File: src/hdl/bpg_pkg.sv
`default_nettype none
// ----------------------------------------------------------------------------
// bpg_pkg
// Shared types and constants for the button power gesture control block.
// ----------------------------------------------------------------------------
package bpg_pkg;

  // Width of the click hold counter (valid range 9 to 32)
  localparam int HeldCounterBits = 16;

  localparam int RegBits   = 8;
  localparam int HoldBits  = 8;
  localparam int WaitBits  = 9;
  localparam int TallyBits = 2;
  localparam int CfgIdxBits = 2;

  // Configuration register indexes
  localparam logic [CfgIdxBits-1:0] CfgClickWindow    = 2'd0;
  localparam logic [CfgIdxBits-1:0] CfgLongPressLimit = 2'd1;

  // Register reset values
  localparam logic [RegBits-1:0] ClickWindowReset    = 8'd60;
  localparam logic [RegBits-1:0] LongPressLimitReset = 8'd150;

  // Beep counts
  localparam logic [2:0] BeepNone = 3'd0;
  localparam logic [2:0] BeepOn   = 3'd5;
  localparam logic [2:0] BeepOff  = 3'd3;

  // Click detector results
  localparam logic [1:0] ClickNone   = 2'd0;
  localparam logic [1:0] ClickSingle = 2'd1;
  localparam logic [1:0] ClickDouble = 2'd2;

  // Saturation limits
  localparam logic [HoldBits-1:0]        HoldMax = {HoldBits{1'b1}};
  localparam logic [WaitBits-1:0]        WaitMax = {WaitBits{1'b1}};
  localparam logic [HeldCounterBits-1:0] HeldMax = {HeldCounterBits{1'b1}};

  typedef enum logic [1:0] {
    PWR_OFF          = 2'd0,
    PWR_ON           = 2'd1,
    PWR_SWITCHED_OFF = 2'd2
  } power_state_t;

  // One tick item as seen by the detector
  typedef struct packed {
    logic key_level;
    logic startup_done;
    logic others_active;
  } tick_t;

  // One result item
  typedef struct packed {
    logic [1:0] power_mode;
    logic [2:0] beep_request;
    logic [1:0] click_event;
    logic       long_press_event;
  } result_t;

endpackage : bpg_pkg
`default_nettype wire

File: src/hdl/bpg_detect.sv
`default_nettype none
// ----------------------------------------------------------------------------
// bpg_detect
// Power state, long-press and click detectors. Computes the result of one
// tick combinationally and commits the detector state when fire is high.
// ----------------------------------------------------------------------------
module bpg_detect (
  input  wire logic                          clk,
  input  wire logic                          rst,
  input  wire logic                          fire,
  input  wire bpg_pkg::tick_t                tick,
  input  wire logic [bpg_pkg::RegBits-1:0]   click_window,
  input  wire logic [bpg_pkg::RegBits-1:0]   long_press_limit,
  output bpg_pkg::result_t                   res
);

  bpg_pkg::power_state_t                   power_state, power_state_next;
  logic [bpg_pkg::HoldBits-1:0]            hold_ticks, hold_ticks_next;
  logic                                    long_fired, long_fired_next;
  logic                                    press_seen, press_seen_next;
  logic                                    press_counted, press_counted_next;
  logic [bpg_pkg::TallyBits-1:0]           press_tally, press_tally_next;
  logic [bpg_pkg::WaitBits-1:0]            wait_ticks, wait_ticks_next;
  logic [bpg_pkg::HeldCounterBits-1:0]     held_ticks, held_ticks_next;

  logic                                    long_run, click_run;
  logic [bpg_pkg::HeldCounterBits-1:0]     cw_held;
  logic [bpg_pkg::WaitBits-1:0]            cw_wait;

  assign cw_held = bpg_pkg::HeldCounterBits'(click_window);
  assign cw_wait = bpg_pkg::WaitBits'(click_window);

  assign long_run  = tick.startup_done && (power_state == bpg_pkg::PWR_OFF)
                     && !tick.others_active;
  assign click_run = !long_run && (power_state == bpg_pkg::PWR_ON) && !tick.others_active;

  // Next state and result of one tick
  always_comb begin
    logic done;
    power_state_next   = power_state;
    hold_ticks_next    = hold_ticks;
    long_fired_next    = long_fired;
    press_seen_next    = press_seen;
    press_counted_next = press_counted;
    press_tally_next   = press_tally;
    wait_ticks_next    = wait_ticks;
    held_ticks_next    = held_ticks;
    res.beep_request     = bpg_pkg::BeepNone;
    res.click_event      = bpg_pkg::ClickNone;
    res.long_press_event = 1'b0;
    done = 1'b0;

    if (long_run) begin
      // Long-press detector, saturating hold count
      if (!long_fired && !tick.key_level) begin
        if (hold_ticks != bpg_pkg::HoldMax) hold_ticks_next = hold_ticks + 1'b1;
      end else begin
        hold_ticks_next = '0;
      end
      if (hold_ticks_next > long_press_limit) begin
        long_fired_next      = 1'b1;
        hold_ticks_next      = '0;
        res.long_press_event = 1'b1;
        res.beep_request     = bpg_pkg::BeepOn;
        power_state_next     = bpg_pkg::PWR_ON;
      end else begin
        long_fired_next = 1'b0;
      end
    end else if (click_run) begin
      // Click detector
      if (!tick.key_level) begin
        if (held_ticks != bpg_pkg::HeldMax) held_ticks_next = held_ticks + 1'b1;
      end else begin
        held_ticks_next = '0;
      end
      if (!tick.key_level) press_seen_next = 1'b1;
      if (!press_counted) begin
        if (press_seen_next) begin
          press_tally_next   = press_tally + 1'b1;
          press_counted_next = 1'b1;
        end
        if (press_tally_next == 2'd2) begin
          press_tally_next = '0;
          wait_ticks_next  = '0;
          res.click_event  = bpg_pkg::ClickDouble;
          res.beep_request = bpg_pkg::BeepOff;
          power_state_next = bpg_pkg::PWR_SWITCHED_OFF;
          done = 1'b1;
        end
      end
      if (!done) begin
        if (tick.key_level) begin
          press_seen_next    = 1'b0;
          press_counted_next = 1'b0;
        end
        if (press_tally_next == 2'd1) begin
          if (wait_ticks != bpg_pkg::WaitMax) wait_ticks_next = wait_ticks + 1'b1;
          if (wait_ticks_next > cw_wait && held_ticks_next < cw_held) begin
            press_tally_next = '0;
            wait_ticks_next  = '0;
            res.click_event  = bpg_pkg::ClickSingle;
          end else if (held_ticks_next > cw_held) begin
            // held too long for a click: drop the pending press
            press_tally_next = '0;
            wait_ticks_next  = '0;
          end
        end
      end
    end
    res.power_mode = power_state_next;
  end

  // Detector state registers
  always_ff @(posedge clk) begin
    if (rst) begin
      power_state   <= bpg_pkg::PWR_OFF;
      hold_ticks    <= '0;
      long_fired    <= 1'b0;
      press_seen    <= 1'b0;
      press_counted <= 1'b0;
      press_tally   <= '0;
      wait_ticks    <= '0;
      held_ticks    <= '0;
    end else if (fire) begin
      power_state   <= power_state_next;
      hold_ticks    <= hold_ticks_next;
      long_fired    <= long_fired_next;
      press_seen    <= press_seen_next;
      press_counted <= press_counted_next;
      press_tally   <= press_tally_next;
      wait_ticks    <= wait_ticks_next;
      held_ticks    <= held_ticks_next;
    end
  end

  // Checks
  a_long_beep: assert property (@(posedge clk) disable iff (rst)
    res.long_press_event |-> (res.beep_request == bpg_pkg::BeepOn)
                             && (res.power_mode == bpg_pkg::PWR_ON))
    else $error("long press without switch-on");

  a_double_beep: assert property (@(posedge clk) disable iff (rst)
    (res.click_event == bpg_pkg::ClickDouble) |->
      (res.beep_request == bpg_pkg::BeepOff))
    else $error("double click without switch-off beep");

  a_off_sticks: assert property (@(posedge clk) disable iff (rst)
    (power_state == bpg_pkg::PWR_SWITCHED_OFF) |=>
      (power_state == bpg_pkg::PWR_SWITCHED_OFF))
    else $error("switched-off state left");

  a_tally_low: assert property (@(posedge clk) disable iff (rst)
    press_tally < 2'd2)
    else $error("press tally not cleared");

  a_fired_clear: assert property (@(posedge clk) disable iff (rst)
    long_fired |-> (hold_ticks == '0))
    else $error("hold count kept after long press");

endmodule : bpg_detect
`default_nettype wire

File: src/hdl/button_power_gesture_control_top.sv
`default_nettype none
// ----------------------------------------------------------------------------
// button_power_gesture_control_top
// Button gesture power control: long press switches on, double click off.
// ----------------------------------------------------------------------------
// Usage:
//   Input channel (in_valid / in_stall): one item per 100 Hz tick carrying
//   key_level (0 pressed), startup_done and the three other-source flags.
//   Output channel (out_valid / out_stall): one result item per input item:
//   power_mode, beep_request, click_event, long_press_event.
//   Config channel (cfg_valid / cfg_ready): cfg_index 0 writes click_window,
//   1 writes long_press_limit; other indexes are ignored. cfg_ready is
//   always high. Write only while no item is in flight.
//   An accepted item is held in the input register; its result is loaded
//   into the output register when the detector fires and is shown from then.
//   Throughput: one item per clock while the output is not stalled; the input
//   register and output register each hold one item.
//   Reset: power state off, all detector counters cleared, click_window 60,
//   long_press_limit 150, both channels empty.
//   Stall: while out_stall holds a result, the input register keeps one more
//   item and in_stall rises once both registers are full.
// ----------------------------------------------------------------------------
module button_power_gesture_control_top (
  input  wire logic                               clk,
  input  wire logic                               rst,
  // input channel
  input  wire logic                               in_valid,
  output logic                                    in_stall,
  input  wire logic                               key_level,
  input  wire logic                               startup_done,
  input  wire logic                               app_active,
  input  wire logic                               gamepad_active,
  input  wire logic                               remote_active,
  // output channel
  output logic                                    out_valid,
  input  wire logic                               out_stall,
  output logic [1:0]                              power_mode,
  output logic [2:0]                              beep_request,
  output logic [1:0]                              click_event,
  output logic                                    long_press_event,
  // config channel
  input  wire logic                               cfg_valid,
  output logic                                    cfg_ready,
  input  wire logic [bpg_pkg::CfgIdxBits-1:0]     cfg_index,
  input  wire logic [bpg_pkg::RegBits-1:0]        cfg_data
);

  logic                          s1_valid;
  bpg_pkg::tick_t                s1_tick;
  logic                          s1_fire;
  logic                          in_take;
  bpg_pkg::result_t              res;
  logic [bpg_pkg::RegBits-1:0]   click_window;
  logic [bpg_pkg::RegBits-1:0]   long_press_limit;

  // Handshake control
  assign s1_fire   = s1_valid && (!out_valid || !out_stall);
  assign in_stall  = s1_valid && !s1_fire;
  assign in_take   = in_valid && !in_stall;
  assign cfg_ready = 1'b1;

  // Configuration registers
  always_ff @(posedge clk) begin
    if (rst) begin
      click_window     <= bpg_pkg::ClickWindowReset;
      long_press_limit <= bpg_pkg::LongPressLimitReset;
    end else if (cfg_valid && cfg_ready) begin
      case (cfg_index)
        bpg_pkg::CfgClickWindow:    click_window     <= cfg_data;
        bpg_pkg::CfgLongPressLimit: long_press_limit <= cfg_data;
        default: ;
      endcase
    end
  end

  // Input register
  always_ff @(posedge clk) begin
    if (rst) begin
      s1_valid <= 1'b0;
    end else if (in_take) begin
      s1_valid <= 1'b1;
    end else if (s1_fire) begin
      s1_valid <= 1'b0;
    end
  end

  always_ff @(posedge clk) begin
    if (in_take) begin
      s1_tick.key_level     <= key_level;
      s1_tick.startup_done  <= startup_done;
      s1_tick.others_active <= app_active | gamepad_active | remote_active;
    end
  end

  bpg_detect u_detect (
    .clk              (clk),
    .rst              (rst),
    .fire             (s1_fire),
    .tick             (s1_tick),
    .click_window     (click_window),
    .long_press_limit (long_press_limit),
    .res              (res)
  );

  // Output register
  always_ff @(posedge clk) begin
    if (rst) begin
      out_valid <= 1'b0;
    end else if (s1_fire) begin
      out_valid <= 1'b1;
    end else if (!out_stall) begin
      out_valid <= 1'b0;
    end
  end

  always_ff @(posedge clk) begin
    if (s1_fire) begin
      power_mode       <= res.power_mode;
      beep_request     <= res.beep_request;
      click_event      <= res.click_event;
      long_press_event <= res.long_press_event;
    end
  end

endmodule : button_power_gesture_control_top
`default_nettype wire

File: config.mk
export PLATFORM = sky130hd
export DESIGN_NAME = button_power_gesture_control_top
export DESIGN_NICKNAME = d
export VERILOG_FILES = /design/src/hdl/bpg_pkg.sv /design/src/hdl/bpg_detect.sv /design/src/hdl/button_power_gesture_control_top.sv
export SDC_FILE = /design/constraint.sdc
export NUM_CORES = 1
export LEC_CHECK = 0
export ABC_AREA = 0
export BUFFER_PORTS_ARGS = -buffer_cell sky130_fd_sc_hd__buf_2
export CAP_MARGIN = 20
export CORE_AREA = 2 2 123 125
export CTS_CLUSTER_DIAMETER = 60
export DETAILED_ROUTE_END_ITERATION = 8
export DIE_AREA = 0 0 125 127
export PLACE_DENSITY = 0.56
export SLEW_MARGIN = 5
export SYNTH_ARGS = -nofsm -noshare
export SYNTH_HDL_FRONTEND = slang
export SYNTH_SLANG_ARGS = --single-unit
File: constraint.sdc
create_clock -name clk -period 3.4 [get_ports clk]
set_clock_uncertainty 0.1 [all_clocks]
set_input_delay 0.17 -clock clk [delete_from_list [all_inputs] [get_ports clk]]
set_output_delay 0.17 -clock clk [all_outputs]
set_load 0.005 [all_outputs]
# Word-level counts from Yosys, hierarchy flattened
# Index checks and enable logic that the tools add are counted.
# op_classes
add_sub_neg	4
n_lt_le_gt_ge	4
eq_ne	8
muxes	62
n_bitwise	4
reduce_logical	26
# op_table
op	count
9-bit two-way mux	11
16-bit two-way mux	4
2-bit two-way mux	20
8-bit two-way mux	4
1-bit two-way mux	18
16-bit by 1-bit adder with 16-bit output (second input constant)	1
16-bit by 8-bit greater-than comparator with 1-bit output	1
16-bit by 8-bit less-than comparator with 1-bit output	1
16-bit inequality test (second input constant)	1
5-bit two-way mux	2
9-bit by 1-bit adder with 9-bit output (second input constant)	1
9-bit by 8-bit greater-than comparator with 1-bit output	1
1-bit logical AND	9
9-bit inequality test (second input constant)	1
8-bit by 1-bit adder with 8-bit output (second input constant)	1
8-bit greater-than comparator	1
1-bit logical NOT	8
8-bit inequality test (second input constant)	1
2-bit by 1-bit equality test with 1-bit output (second input constant)	3
3-bit two-way mux	2
2-bit AND reduction	3
2-bit logical NOT	2
4-bit two-way mux	1
3-bit AND reduction	1
8 further kinds	10
# word_totals
reg_bits	69
in_bits	20
output_inout_bits	11
wordCells	127

# Logic depth before layout (Yosys ltp)
# Gate-level depths: netlist of run 1.
# logic_depth
depth_word	29
mapped_depth	18
depth_no_buf	17

# By module
# A second synthesis of run 1 with hierarchy kept.
# unflattened
cells_unflattened	514
hier_area_um2	4322.9
# by_module_without_submodules
mod	instances	cells_each	area_per_inst_um2	seq_area_each_um2
bpg_detect	1	422	3215.6	800.8
button_power_gesture_control_top	1	92	1107.3	690.7

# Worst setup path before layout of run 1
# OpenSTA, ideal clock, no wires.
# synth_timing
kind	register -> register
startpoint	register u_detect.wait_ticks[0] (netlist bit)
endpoint	register u_detect.wait_ticks[0] (netlist bit)
setup_time_ns	0.074
t_arrival_ns	3.441
required_ns	3.226
setup_slack_ns	-0.216
stages_incl_launch_ff	19
n_path_buf	1
synth_period_minus_slack_ns	3.616
cell_sequence	dfxtp_1 > ha_1 > and3_1 > and3_1 > and3_1 > ha_1 > clkbuf_1 > and2_1 > o21ai_0 > o31a_1 > inv_1 > ha_1 > a211oi_1 > nor2_1 > nor4_1 > o221ai_1 > mux2i_1 > nand4_4 > o21ai_0
# synth_via
elab_chain_len	12
word_cells_on_any_way	15
cone_classes	1 x add/sub; 1 x order compare; 1 x eq/ne; 11 x mux; 1 x reduce/logical
# synth_lines
item	line_no	rtl
start: declaration	bpg_detect.sv:23	logic [bpg_pkg::WaitBits-1:0] wait_ticks, wait_ticks_next;
start signal: assignment	bpg_detect.sv:131	wait_ticks <= wait_ticks_next;
parallel branches: the longest is 11 deep, another holds 9-bit by 1-bit adder with 9-bit output	n/a	
9-bit two-way mux (*)	bpg_detect.sv:91	if (!done) begin
# Every way passes the cells marked *. The select of a mux whose other input is x is not followed.
# A chain may end at the register's enable or synchronous reset.

# Worst setup path in the final report of run 1
# layout_timing
startpoint	register u_detect.wait_ticks[0] (netlist bit)
endpoint	register u_detect.press_tally[0] (netlist bit)
# layout_via
elab_chain_len	12
word_cells_on_any_way	14
cone_classes	1 x add/sub; 1 x order compare; 1 x eq/ne; 10 x mux; 1 x reduce/logical
# layout_lines
item	line_no	rtl
parallel branches: the longest is 2 deep, another holds 9-bit by 1-bit adder with 9-bit output	n/a	
9-bit two-way mux (*)	bpg_detect.sv:97	if (wait_ticks != bpg_pkg::WaitMax) wait_ticks_next = wait_ticks + 1'b1;
9-bit two-way mux (*)	bpg_detect.sv:96	if (press_tally_next == 2'd1) begin
9-bit two-way mux (*)	bpg_detect.sv:91	
9-bit two-way mux (*)	bpg_detect.sv:69	end else if (click_run) begin
9-bit two-way mux (*)	bpg_detect.sv:53	if (long_run) begin
9-bit by 8-bit greater-than comparator with 1-bit output (*)	bpg_detect.sv:98	if (wait_ticks_next > cw_wait && held_ticks_next < cw_held) begin
1-bit logical AND (*)	bpg_detect.sv:98	
2-bit two-way mux (*)	bpg_detect.sv:98	
2-bit two-way mux (*)	bpg_detect.sv:96	
2-bit two-way mux (*)	bpg_detect.sv:91	
end signal: assignment	bpg_detect.sv:130	press_tally <= press_tally_next;
end: declaration	bpg_detect.sv:22	logic [bpg_pkg::TallyBits-1:0] press_tally, press_tally_next;
# Marks and branches as above.

==> results of run 1 <==
flip-flops by register name, indices dropped and copies added (netlist names), 3 cells and up:
name,cells
u_detect.hold_ticks,8
click_window,8
s1_tick,3
u_detect.wait_ticks,9
long_press_limit,8
u_detect.held_ticks,16
beep_request,3
area by class of cell:
class,count,share of cell area (%)
inverters,27,1.92
clock inverters,2,0.689
clock buffers,13,4.75
flip-flops and latches,68,27.8
well taps,184,4.37
multi-input cells,399,48.9
repair buffers,88,11.6
worst max-delay path, cell delays in order, from the launching register on:
cell and delay [ns]:
sky130_fd_sc_hd__dfxtp_2 0.33, sky130_fd_sc_hd__ha_4 0.15, sky130_fd_sc_hd__and3_4 0.18, sky130_fd_sc_hd__and3_4 0.15
sky130_fd_sc_hd__and3_4 0.17, sky130_fd_sc_hd__ha_4 0.16, sky130_fd_sc_hd__buf_2 0.14, sky130_fd_sc_hd__buf_4 0.13
sky130_fd_sc_hd__o31a_1 0.30, sky130_fd_sc_hd__inv_1 0.07, sky130_fd_sc_hd__ha_1 0.23, sky130_fd_sc_hd__nand4_1 0.16
sky130_fd_sc_hd__nor2_1 0.08, sky130_fd_sc_hd__a21o_1 0.20, sky130_fd_sc_hd__o221ai_2 0.19, sky130_fd_sc_hd__mux2i_2 0.09
sky130_fd_sc_hd__buf_4 0.16, sky130_fd_sc_hd__a211oi_1 0.22, sky130_fd_sc_hd__nor3_1 0.07
logic make-up after synthesis:
| kind of cell | Yosys count |
|---|---|
| xor+xnor | 10 |
| other cells | 1 |
| mux | 10 |
| compound gates | 121 |
| fa+ha+maj | 28 |
| simple gates | 229 |
| buf+inv | 50 |
| flops | 68 |
cells in the mapped netlist (6+ instances only):
library cell               count
sky130_fd_sc_hd__dfxtp_1      58
sky130_fd_sc_hd__nand2b_1      7
sky130_fd_sc_hd__and3_1       11
sky130_fd_sc_hd__edfxtp_1     10
sky130_fd_sc_hd__nor3_1       14
sky130_fd_sc_hd__xnor2_1       6
sky130_fd_sc_hd__clkbuf_1     17
sky130_fd_sc_hd__nor2_1       62
sky130_fd_sc_hd__inv_1        27
sky130_fd_sc_hd__ha_1         28
sky130_fd_sc_hd__nand2_1      54
sky130_fd_sc_hd__mux2i_1       9
sky130_fd_sc_hd__nand4_1      13
sky130_fd_sc_hd__or3_1         8
sky130_fd_sc_hd__a31oi_1      10
sky130_fd_sc_hd__nand3_1      24
sky130_fd_sc_hd__nor2b_1       8
sky130_fd_sc_hd__or2_2         7
sky130_fd_sc_hd__o21ai_0      32
sky130_fd_sc_hd__a21oi_1      43
final timing paths:
| check | cells past startpoint | startpoint | endpoint |
|---|---|---|---|
| worst max-delay path | 18 | u_detect.wait_ticks[0] | u_detect.press_tally[0] |
| worst max register to register | 18 | u_detect.wait_ticks[0] | u_detect.press_tally[0] |
| worst min register to register | 2 | u_detect.long_fired | u_detect.long_fired |
| worst min-delay path | 3 | cfg_data[1] | click_window[1] |
metal layers:
layer / routed length [um] / vias up / GRT usage, %
met2: 5180 / 55 / 23.6
met3: 245 / 14 / 1.63
met5: 0 / - / 0
met4: 194 / 0 / 6.21
met1: 5110 / 1814 / 17.7
li1: - / 2010 / -
timing repair:
item	4_1_cts	5_1_grt
endpoints found under the hold margin	10	0
hold buffers	9	0
gates resized for setup	8	8
setup endpoints to repair	9	9
pin swaps	14	8
gates cloned	0	1
setup buffers	2	1
metrics by stage:
| step | total power (W) | setup TNS, ns | utilization (%) | hold slack, ns |
|---|---|---|---|---|
| after global routing | 0.00192 | -1.81 | 36.5 | 0.0369 |
| after CTS | 0.00188 | -0.221 | 36.3 | 0.000672 |
| final | 0.00185 | -0.0397 | 36.5 | 0.00170 |
| after detailed placement | 0.000949 | -1.79 | 33.4 | 0.248 |
| after floorplan | 0.000911 | -0.0476 | - | 0.169 |
| after global placement | 0.000946 | -0.612 | 33.4 | 0.251 |
power groups by stage:
stage / registers [W] / clock network [W] / logic (W)
final: 0.000835 / 0.000910 / 0.000106
after CTS: 0.000835 / 0.000940 / 0.000106
after detailed placement: 0.000852 / 0 / 0.0000971
after global routing: 0.000836 / 0.000968 / 0.000119
after floorplan: 0.000851 / 0 / 0.0000592
after global placement: 0.000852 / 0 / 0.0000943
==> reports/metrics.cfg, run 1 <==
[outcome]
run_status=finished with violations
failing_checks=negative setup slack

[route]
detail-route-antenna-nets=0
vias_per_cell=4.98
drt_iter0_markers=189
routed_wirelength_mm=10.7
num_vias=3893
post_drt_wl_per_cell_um=13.7
first_pass_iters=4
post-route-drc-count=0

[logic_synthesis]
yosys-mux-area-fraction_pct=2.45
yosys.area_share.adder_pct=8.48
synth_nets=565
synth-seq-cells=68
synth_simple_gate_area_share_pct=28.5
postSynth.topFlopCell=sky130_fd_sc_hd__dfxtp_1
synth.largest_area_cell=sky130_fd_sc_hd__dfxtp_1
synth_top_area_share_pct=28.1
synth-edff-count=10
yosysSeqAreaShare_pct=35.4
synth_xor_area_share_pct=2.12
yosys_warnings=0
synthDistinctLibCells=61
synth_compound_area_share_pct=17.9
synthesis.area_per_instance_um2=7.99
synth.area.top_cells=sky130_fd_sc_hd__dfxtp_1 28%, sky130_fd_sc_hd__ha_1 8.5%, sky130_fd_sc_hd__edfxtp_1 7.3%, sky130_fd_sc_hd__nor2_1 5.6%, sky130_fd_sc_hd__a21oi_1 5.2%
synth_area_um2=4130
ys_async_sr_fraction_pct=0
synth_top_family_by_area=simple AND/OR/NAND/NOR gates
syn-instance-count=517

[floorplanning]
number_of_top_level_design_ports=31
die_width_um=125
design.core.area_um2=14400
floorplan.die.height_um=127
initial_utilization_pct=28.6
design.die.area_um2=15900
row_count=44

[clock_tree]
tritoncts_clock_tree=done
worst_setup_hold_path_clk_slew_ns=0.06
clk_root_buffer_cell=sky130_fd_sc_hd__clkbuf_16
clock_insertion_delay_worst_skew_ns=0.33
cts_inserted_buffers=9
maximum_buffer_depth_of_the_clock_tree=2
ctsHtreeMaxLevel=3
clock_sink_total=68

[grt]
grt_remaining_overflow=0
grt_start_max_net_pins=26
grt_pass1_wl_mm=18.0
initial_antenna_violation_count=0
first_global_vias=3724
grt_use_total_pct=13.8

[sta]
unrepaired_setup_endpoints_after_global_routing=yes
period_minus_slack_ns=3.42
timing.final.ws_setup_ns=-0.0162
achievable_frequency_ghz=0.293
min_period_over_period_pct=100
maxSlewViolCount=0
final-setup-viol-count=5
hold_viol=0
max-slew-margin-rel_pct=49.5
tightestPinTransition_ns=0.755

[pwr]
clkPwrFrac_pct=49.1
sw_frac_of_total_pct=21.3
internal_power_w=0.00146
vdd_drop_max_v=0.000201
sequentialPowerShare_pct=45.1
total_leakage_power_nw=2.14
power_frac_comb_pct=5.7
netSwitchingPower_w=0.000394
power-per-cell-area_nw_per_um2=351

[place]
placement.setup.worst_slack_ns=-0.222
gpl.final_weighted_congestion=0.894
placement.cell_area_um2=4810
dp_cells=753
dp_hpwl_mm=8.02
io_buffer_count=29

[critical_path]
critPathRequiredTime_ns=3.49
critPathKind=reg2reg
arrival_ns=3.51
setup.worst_path.end_class=flip-flop
crit_path_max_fanout=4
timing.reg2reg.setup_slack_ns=-0.02
cp-start-kind=flip-flop

[cells_and_area]
final_common_cell=sky130_fd_sc_hd__nor2_1
finish.cell_count_without_fillers=781
fin_nets=641
num_antenna_cells=0
final_design_area_no_fill_um2=5270
filler_cell_count=1519
final_cell_mix=61 x sky130_fd_sc_hd__nor2_1, 56 x sky130_fd_sc_hd__dfxtp_1, 54 x sky130_fd_sc_hd__nand2_1, 48 x sky130_fd_sc_hd__buf_4, 41 x sky130_fd_sc_hd__a21oi_1
layout.area.seq_um2=1460
flow.area_growth_from_synthesis_pct=27.6
area_of_combinational_cells_with_multiple_inputs_um2=2580
drive_above_1_share_pct=22.6

[min_path]
hold_path_class=in2reg

[run]
cap_violations=0

(Power assumes the default switching activity.)
==> run 2: changes to the inputs <==
Settings changed: CORE_AREA 2 2 123 125 to 2 2 141 109, DIE_AREA 0 0 125 127 to 0 0 143 111.
==> run 2 against run 1 <==
Count of clock-buffer cells in the layout up 2. Global-route usage up 0.61 points. Sequential power is essentially flat. Die area about the same. Routed wire length rose by 4.5%. Utilization up 0.35 points. The flow now finishes without violations. Sequential cell count is the same. Critical path depth did not move. Maximum frequency rose by 0.91%. Critical path type unchanged.
==> reports/metrics.cfg, run 2 (synthesized netlist as in run 1, its figures left out) <==
[sta]
max-slew-margin-rel_pct=48.5
unrepaired_setup_endpoints_after_global_routing=yes
min_period_over_period_pct=99.6
worst_hold_slack_ns=0.0104
hold_viol=0
tightestPinTransition_ns=0.770
final-setup-viol-count=0
period_minus_slack_ns=3.39
timing.final.ws_setup_ns=0.0145
achievable_frequency_ghz=0.295
maxSlewViolCount=0

[pwr]
clkPwrFrac_pct=50.8
internal_power_w=0.00150
vdd_drop_max_v=0.000270
finalPower_w=0.00191
sequentialPowerShare_pct=43.7
power_frac_comb_pct=5.5
power-per-cell-area_nw_per_um2=353
total_leakage_power_nw=2.18
netSwitchingPower_w=0.000410
sw_frac_of_total_pct=21.5

[critical_path]
critPathKind=reg2reg
cp-start-kind=flip-flop
critPathRequiredTime_ns=3.56
critPathCapture=u_detect.wait_ticks[6]
timing.rr.end=u_detect.wait_ticks[6]
critical_path.max_stage_delay_ns=0.33
timing.reg2reg.setup_slack_ns=0.01
crit_path_top_delay_cell=sky130_fd_sc_hd__dfxtp_2
worstPathCellList=ha_4 -> and3_4 -> and3_4 -> and3_4 -> ha_4 -> and2_4 -> o21bai_1 -> a22oi_2 -> inv_2 -> ha_4 -> nand4_1 -> a21oi_2 -> nor4_2 -> o221ai_2 -> mux2i_2 -> buf_4 -> nand4_4 -> o21ai_2
r2r_cells=18
startpoint=u_detect.wait_ticks[0]
setup.worst_path.end_class=flip-flop
crit_path_max_fanout=6
regToRegStartpoint=u_detect.wait_ticks[0]
arrival_ns=3.55

[cells_and_area]
fin_nets=647
drive_above_1_share_pct=24.8
largest_register=u_detect.held_ticks
finish.cell_count_without_fillers=809
final_common_cell=sky130_fd_sc_hd__nor2_1
flow.area_growth_from_synthesis_pct=31.2
final_cell_mix=61 x sky130_fd_sc_hd__nor2_1, 54 x sky130_fd_sc_hd__nand2_1, 54 x sky130_fd_sc_hd__dfxtp_1, 54 x sky130_fd_sc_hd__buf_4, 40 x sky130_fd_sc_hd__a21oi_1
num_antenna_cells=0
reg_top3=u_detect.held_ticks (16), u_detect.wait_ticks (9)
largest_register_ff_count=16

[clock_tree]
cts_inserted_buffers=9
clock_insertion_delay_worst_skew_ns=0.33
worst_setup_hold_path_clk_slew_ns=0.06
tritoncts_clock_tree=done
clock_sink_total=68
ctsHtreeMaxLevel=3
clk_root_buffer_cell=sky130_fd_sc_hd__clkbuf_16
maximum_buffer_depth_of_the_clock_tree=2

[floorplanning]
initial_utilization_pct=28.1
floorplan.die.height_um=111
row_count=39
number_of_top_level_design_ports=31
design.core.area_um2=14700
die_width_um=143
design.die.area_um2=15900

[place]
dp_hpwl_mm=8.24
gpl.final_weighted_congestion=0.881
io_buffer_count=29
dp_cells=774
placement.setup.worst_slack_ns=-0.190

[route]
highest-signal-layer=met4
num_vias=3998
post-route-drc-count=0
routed_wirelength_mm=11.2
post_drt_wl_per_cell_um=13.9
drt_iter0_markers=260
m1WireLength_mm=5.43
detail-route-antenna-nets=0
wl_met3_um=602
dr_wl_met2_mm=5.08
first_pass_iters=4
vias_per_cell=4.94

[grt]
grt_remaining_overflow=0
grt_use_total_pct=14.5
first_global_vias=3726
grt_start_max_net_pins=30
grt_pass1_wl_mm=18.4
initial_antenna_violation_count=0

[outcome]
run_status=finished, final reports clean

[run]
cap_violations=0

[min_path]
hold-path-cell-count=3
hold_path_class=in2reg

-- run 2: how the worst min path moves through the flow --
stage	start	endpoint	slack [ns]
after floorplan	startup_done	s1_tick[1]	0.17
after global placement	startup_done	s1_tick[1]	0.25
after detailed placement	key_level	s1_tick[2]	0.26
after CTS	cfg_data[5]	long_press_limit[5]	0.004
after global routing	cfg_data[2]	click_window[2]	0.02
final	cfg_data[5]	long_press_limit[5]	0.01
-- run 2: critical path, delay by kind of cell, from the launching register on --
family,cells,cell delay [ns]
AO/OA/AOI/OAI,5,0.77
adder cells (fa/ha/maj),3,0.53
buffers and inverters,2,0.24
flip-flops,1,0.33
multiplexers,1,0.17
AND/OR/NAND/NOR,7,1.17
-- run 2: metal layers --
metal	GRT usage, %	vias to the layer above
li1	-	2005
met1	20.4	1875
met2	22.4	109
met3	3.11	9
met4	3.63	0
met5	0	-
-- run 2: power by group through the flow --
stage / registers (W) / clock network [W] / logic [W]
global placement: 0.000852 / 0 / 0.0000926
floorplan: 0.000851 / 0 / 0.0000592
CTS: 0.000835 / 0.000993 / 0.000104
global route: 0.000836 / 0.00102 / 0.000117
detailed placement: 0.000852 / 0 / 0.0000957
finish: 0.000835 / 0.000971 / 0.000104
-- run 2: area by class of cell --
cell class	instances	area (um^2)
repair buffers	94	667
clock buffers	15	278
multi-input cells	399	2620
clock inverters	1	30.0
fillers	1526	9270
well taps	205	256
flip-flops and latches	68	1470
inverters	27	101
-- run 2: stage by stage --
stage	TNS, ns	area, um^2	util (%)
global placement	-0.678	4840	32.9
floorplan	-0.0476	4220	-
detailed placement	-1.43	4840	32.9
global route	-1.22	5420	36.9
CTS	0	5280	36.0
finish	0	5420	36.9
-- run 2: what timing repair did --
action / 4_1_cts / 5_1_grt
gates cloned: 0 / 1
hold buffers: 8 / 0
hold endpoints to repair: 8 / 0
pin swaps: 11 / 10
resized for setup: 5 / 20
setup buffers: 3 / 7
endpoints found under the setup margin: 10 / 11
==> run 3: changes to the inputs <==
Settings changed: ABC_AREA 0 to 1, CORE_AREA 2 2 141 109 to 2 2 144 111, DIE_AREA 0 0 143 111 to 0 0 146 113, REMOVE_ABC_BUFFERS set to 1.
==> run 3 against run 2 <==
Total power is 1.6% higher. Non-clock buffer count is 33 lower. Design area is 0.21% lower. Setup slack better by 0.15 ns. Via count is 4.6% higher. Critical path depth is 8 higher. Maximum frequency is 4.5% higher. Cell count is 10% higher. Sequential cell count stayed put. Sequential share of layout area hardly changed. Utilization is 0.91 points lower. Critical endpoint is now u_detect.wait_ticks[7]. Largest power group unchanged.
==> reports/metrics.cfg, run 3 <==
[clock_tree]
worst_setup_hold_path_clk_slew_ns=0.06
clock_insertion_delay_worst_skew_ns=0.33
clk_root_buffer_cell=sky130_fd_sc_hd__clkbuf_16
tritoncts_clock_tree=done
cts_inserted_buffers=9
maximum_buffer_depth_of_the_clock_tree=2
ctsHtreeMaxLevel=3
clock_sink_total=68

[floorplanning]
floorplan.die.height_um=113
die_width_um=146
row_count=39
design.core.area_um2=15000
initial_utilization_pct=28.7
number_of_top_level_design_ports=31
design.die.area_um2=16500

[place]
gpl.final_weighted_congestion=0.870
dp_cells=860
dp_hpwl_mm=8.00
placement.cell_area_um2=4770
io_buffer_count=29

[cells_and_area]
layout.area.seq_um2=1470
finish.cell_count_without_fillers=892
final_design_area_no_fill_um2=5410
fin_nets=730
filler_cell_count=1626
utilization_pct=36.0
final_common_cell=sky130_fd_sc_hd__nand2_1
area_of_combinational_cells_with_multiple_inputs_um2=2650
num_antenna_cells=0
final_cell_mix=136 x sky130_fd_sc_hd__nand2_1, 73 x sky130_fd_sc_hd__inv_1, 63 x sky130_fd_sc_hd__nor2_1, 57 x sky130_fd_sc_hd__a21oi_1, 55 x sky130_fd_sc_hd__dfxtp_1
drive_above_1_share_pct=20.2
reg_top3=u_detect.held_ticks (16), u_detect.wait_ticks (9)
largest_register_ff_count=16
flow.area_growth_from_synthesis_pct=25.2
largest_register=u_detect.held_ticks

[critical_path]
setup.worst_path.end_class=flip-flop
r2r_cells=26
crit_path_max_fanout=8
critPathRequiredTime_ns=3.50
critPathCapture=u_detect.wait_ticks[7]
cp-start-kind=flip-flop
critPathKind=reg2reg
timing.rr.end=u_detect.wait_ticks[7]
timing.reg2reg.setup_slack_ns=0.16
startpoint=u_detect.wait_ticks[1]
regToRegStartpoint=u_detect.wait_ticks[1]
arrival_ns=3.34

[sta]
hold_viol=0
fin_tns_setup_ns=0
max-slew-margin-rel_pct=32.8
worst_hold_slack_ns=0.0108
achievable_frequency_ghz=0.309
final-setup-viol-count=0
tightestPinTransition_ns=1.01
maxSlewViolCount=0
period_minus_slack_ns=3.24
min_period_over_period_pct=95.3

[logic_synthesis]
synth_area_um2=4320
yosys_warnings=0
yosysSeqAreaShare_pct=33.8
synth_top_area_share_pct=26.9
synth_most_common_cell=sky130_fd_sc_hd__nand2_1
synth.area.top_cells=sky130_fd_sc_hd__dfxtp_1 27%, sky130_fd_sc_hd__nand2_1 12%, sky130_fd_sc_hd__ha_1 8.1%, sky130_fd_sc_hd__edfxtp_1 7.0%, sky130_fd_sc_hd__inv_1 6.7%
synthesis.area_per_instance_um2=6.90
synth-seq-cells=68
synth_commonest_cells=142 x sky130_fd_sc_hd__nand2_1, 77 x sky130_fd_sc_hd__inv_1, 69 x sky130_fd_sc_hd__nor2_1, 58 x sky130_fd_sc_hd__dfxtp_1, 57 x sky130_fd_sc_hd__a21oi_1
synth-edff-count=10
synthDistinctLibCells=42
synth.largest_area_cell=sky130_fd_sc_hd__dfxtp_1
syn-instance-count=626
postSynth.topFlopCell=sky130_fd_sc_hd__dfxtp_1
ys_async_sr_fraction_pct=0

[pwr]
power_frac_comb_pct=6.9
power-per-cell-area_nw_per_um2=359
total_leakage_power_nw=2.29
sequentialPowerShare_pct=43.4
vdd_drop_max_v=0.000246
netSwitchingPower_w=0.000449
internal_power_w=0.00149
sw_frac_of_total_pct=23.2
clkPwrFrac_pct=49.7

[grt]
grt_pass1_wl_mm=18.6
grt_use_total_pct=13.9
grt_start_max_net_pins=39
first_global_vias=3748
grt_remaining_overflow=0
initial_antenna_violation_count=0

[run]
cap_violations=0

[min_path]
hold_path_class=in2reg

[route]
drt_iter0_markers=340
post_drt_wl_per_cell_um=12.9
post-route-drc-count=0
routed_wirelength_mm=11.5
detail-route-antenna-nets=0
first_pass_iters=5
num_vias=4180
vias_per_cell=4.69

[outcome]
run_status=finished, final reports clean

run 3: critical path: stages, from the launching register on:
cell	delay, ns
sky130_fd_sc_hd__dfxtp_2	0.36
sky130_fd_sc_hd__ha_4	0.16
sky130_fd_sc_hd__nand3_4	0.08
sky130_fd_sc_hd__nor2_4	0.13
sky130_fd_sc_hd__nand3_2	0.09
sky130_fd_sc_hd__nor2_2	0.13
sky130_fd_sc_hd__ha_2	0.21
sky130_fd_sc_hd__inv_4	0.06
sky130_fd_sc_hd__nand3b_1	0.07
sky130_fd_sc_hd__a21boi_2	0.16
sky130_fd_sc_hd__inv_1	0.05
sky130_fd_sc_hd__ha_1	0.30
sky130_fd_sc_hd__nand2_2	0.08
sky130_fd_sc_hd__nor2_4	0.12
sky130_fd_sc_hd__nand2_2	0.07
sky130_fd_sc_hd__nand3_2	0.06
sky130_fd_sc_hd__nand2_1	0.05
sky130_fd_sc_hd__nand2_1	0.05
sky130_fd_sc_hd__nand2_1	0.05
sky130_fd_sc_hd__nand2_1	0.06
sky130_fd_sc_hd__nand2_2	0.06
sky130_fd_sc_hd__nand2_2	0.12
sky130_fd_sc_hd__nand4_4	0.18
sky130_fd_sc_hd__nand3_2	0.13
sky130_fd_sc_hd__nand2_1	0.05
sky130_fd_sc_hd__nand2_1	0.07
sky130_fd_sc_hd__a21oi_2	0.05
run 3: how the worst min path moves through the flow:
stage	start	endpoint	slack, ns	cells after the start
finish	in_valid	s1_valid	0.01	3
global route	in_valid	s1_valid	0.03	3
CTS	in_valid	s1_valid	0.002	3
detailed placement	key_level	s1_tick[2]	0.25	1
global placement	key_level	s1_tick[2]	0.25	1
floorplan	rst	u_detect.wait_ticks[0]	0.13	1
run 3: what timing repair did:
item | CTS | global route
pin swaps | 0 | 11
setup endpoints to repair | 9 | 12
hold endpoints to repair | 12 | 0
resized for setup | 2 | 48
hold buffers | 11 | 0
setup buffers | 0 | 3
gates cloned | 0 | 2
run 3: final cells by class:
| class | instances | area share, % |
|---|---|---|
| clock inverter | 4 | 0.879 |
| tap | 205 | 4.74 |
| timing repair buffer | 61 | 7.64 |
| multi-input combinational | 458 | 49.0 |
| inverter | 84 | 5.92 |
| sequential | 68 | 27.1 |
| clock buffer | 12 | 4.74 |
run 3: logic make-up after synthesis:
family | count (synthesis) | synth area share, %
AO/OA/AOI/OAI | 124 | 16.4
flip-flops | 68 | 33.8
AND/OR/NAND/NOR | 295 | 30.7
other | 1 | 0.0868
buffers and inverters | 102 | 9.21
adder cells (fa/ha/maj) | 28 | 8.11
XOR/XNOR | 8 | 1.62
run 3: through the flow:
step / total power, W / setup WS, ns
after floorplan: 0.000926 / -0.0880
after global placement: 0.000979 / 0.133
after detailed placement: 0.000980 / -0.00205
after CTS: 0.00195 / 0.0146
after global routing: 0.00202 / -0.0530
final: 0.00194 / 0.160
run 3: power groups by stage:
stage	clock network (W)	logic [W]	registers, W
CTS	0.000977	0.000131	0.000842
floorplan	0	0.0000667	0.000860
global route	0.00102	0.000152	0.000844
finish	0.000963	0.000134	0.000842
detailed placement	0	0.000120	0.000860
global placement	0	0.000120	0.000860
run 3: routing by layer:
layer / vias to the layer above / track usage [%] / routed length (um)
met3: 8 / 3.23 / 656
li1: 2174 / - / -
met2: 104 / 19.6 / 4550
met4: 0 / 3.11 / 74
met5: - / 0 / 0
met1: 1894 / 21.2 / 6190
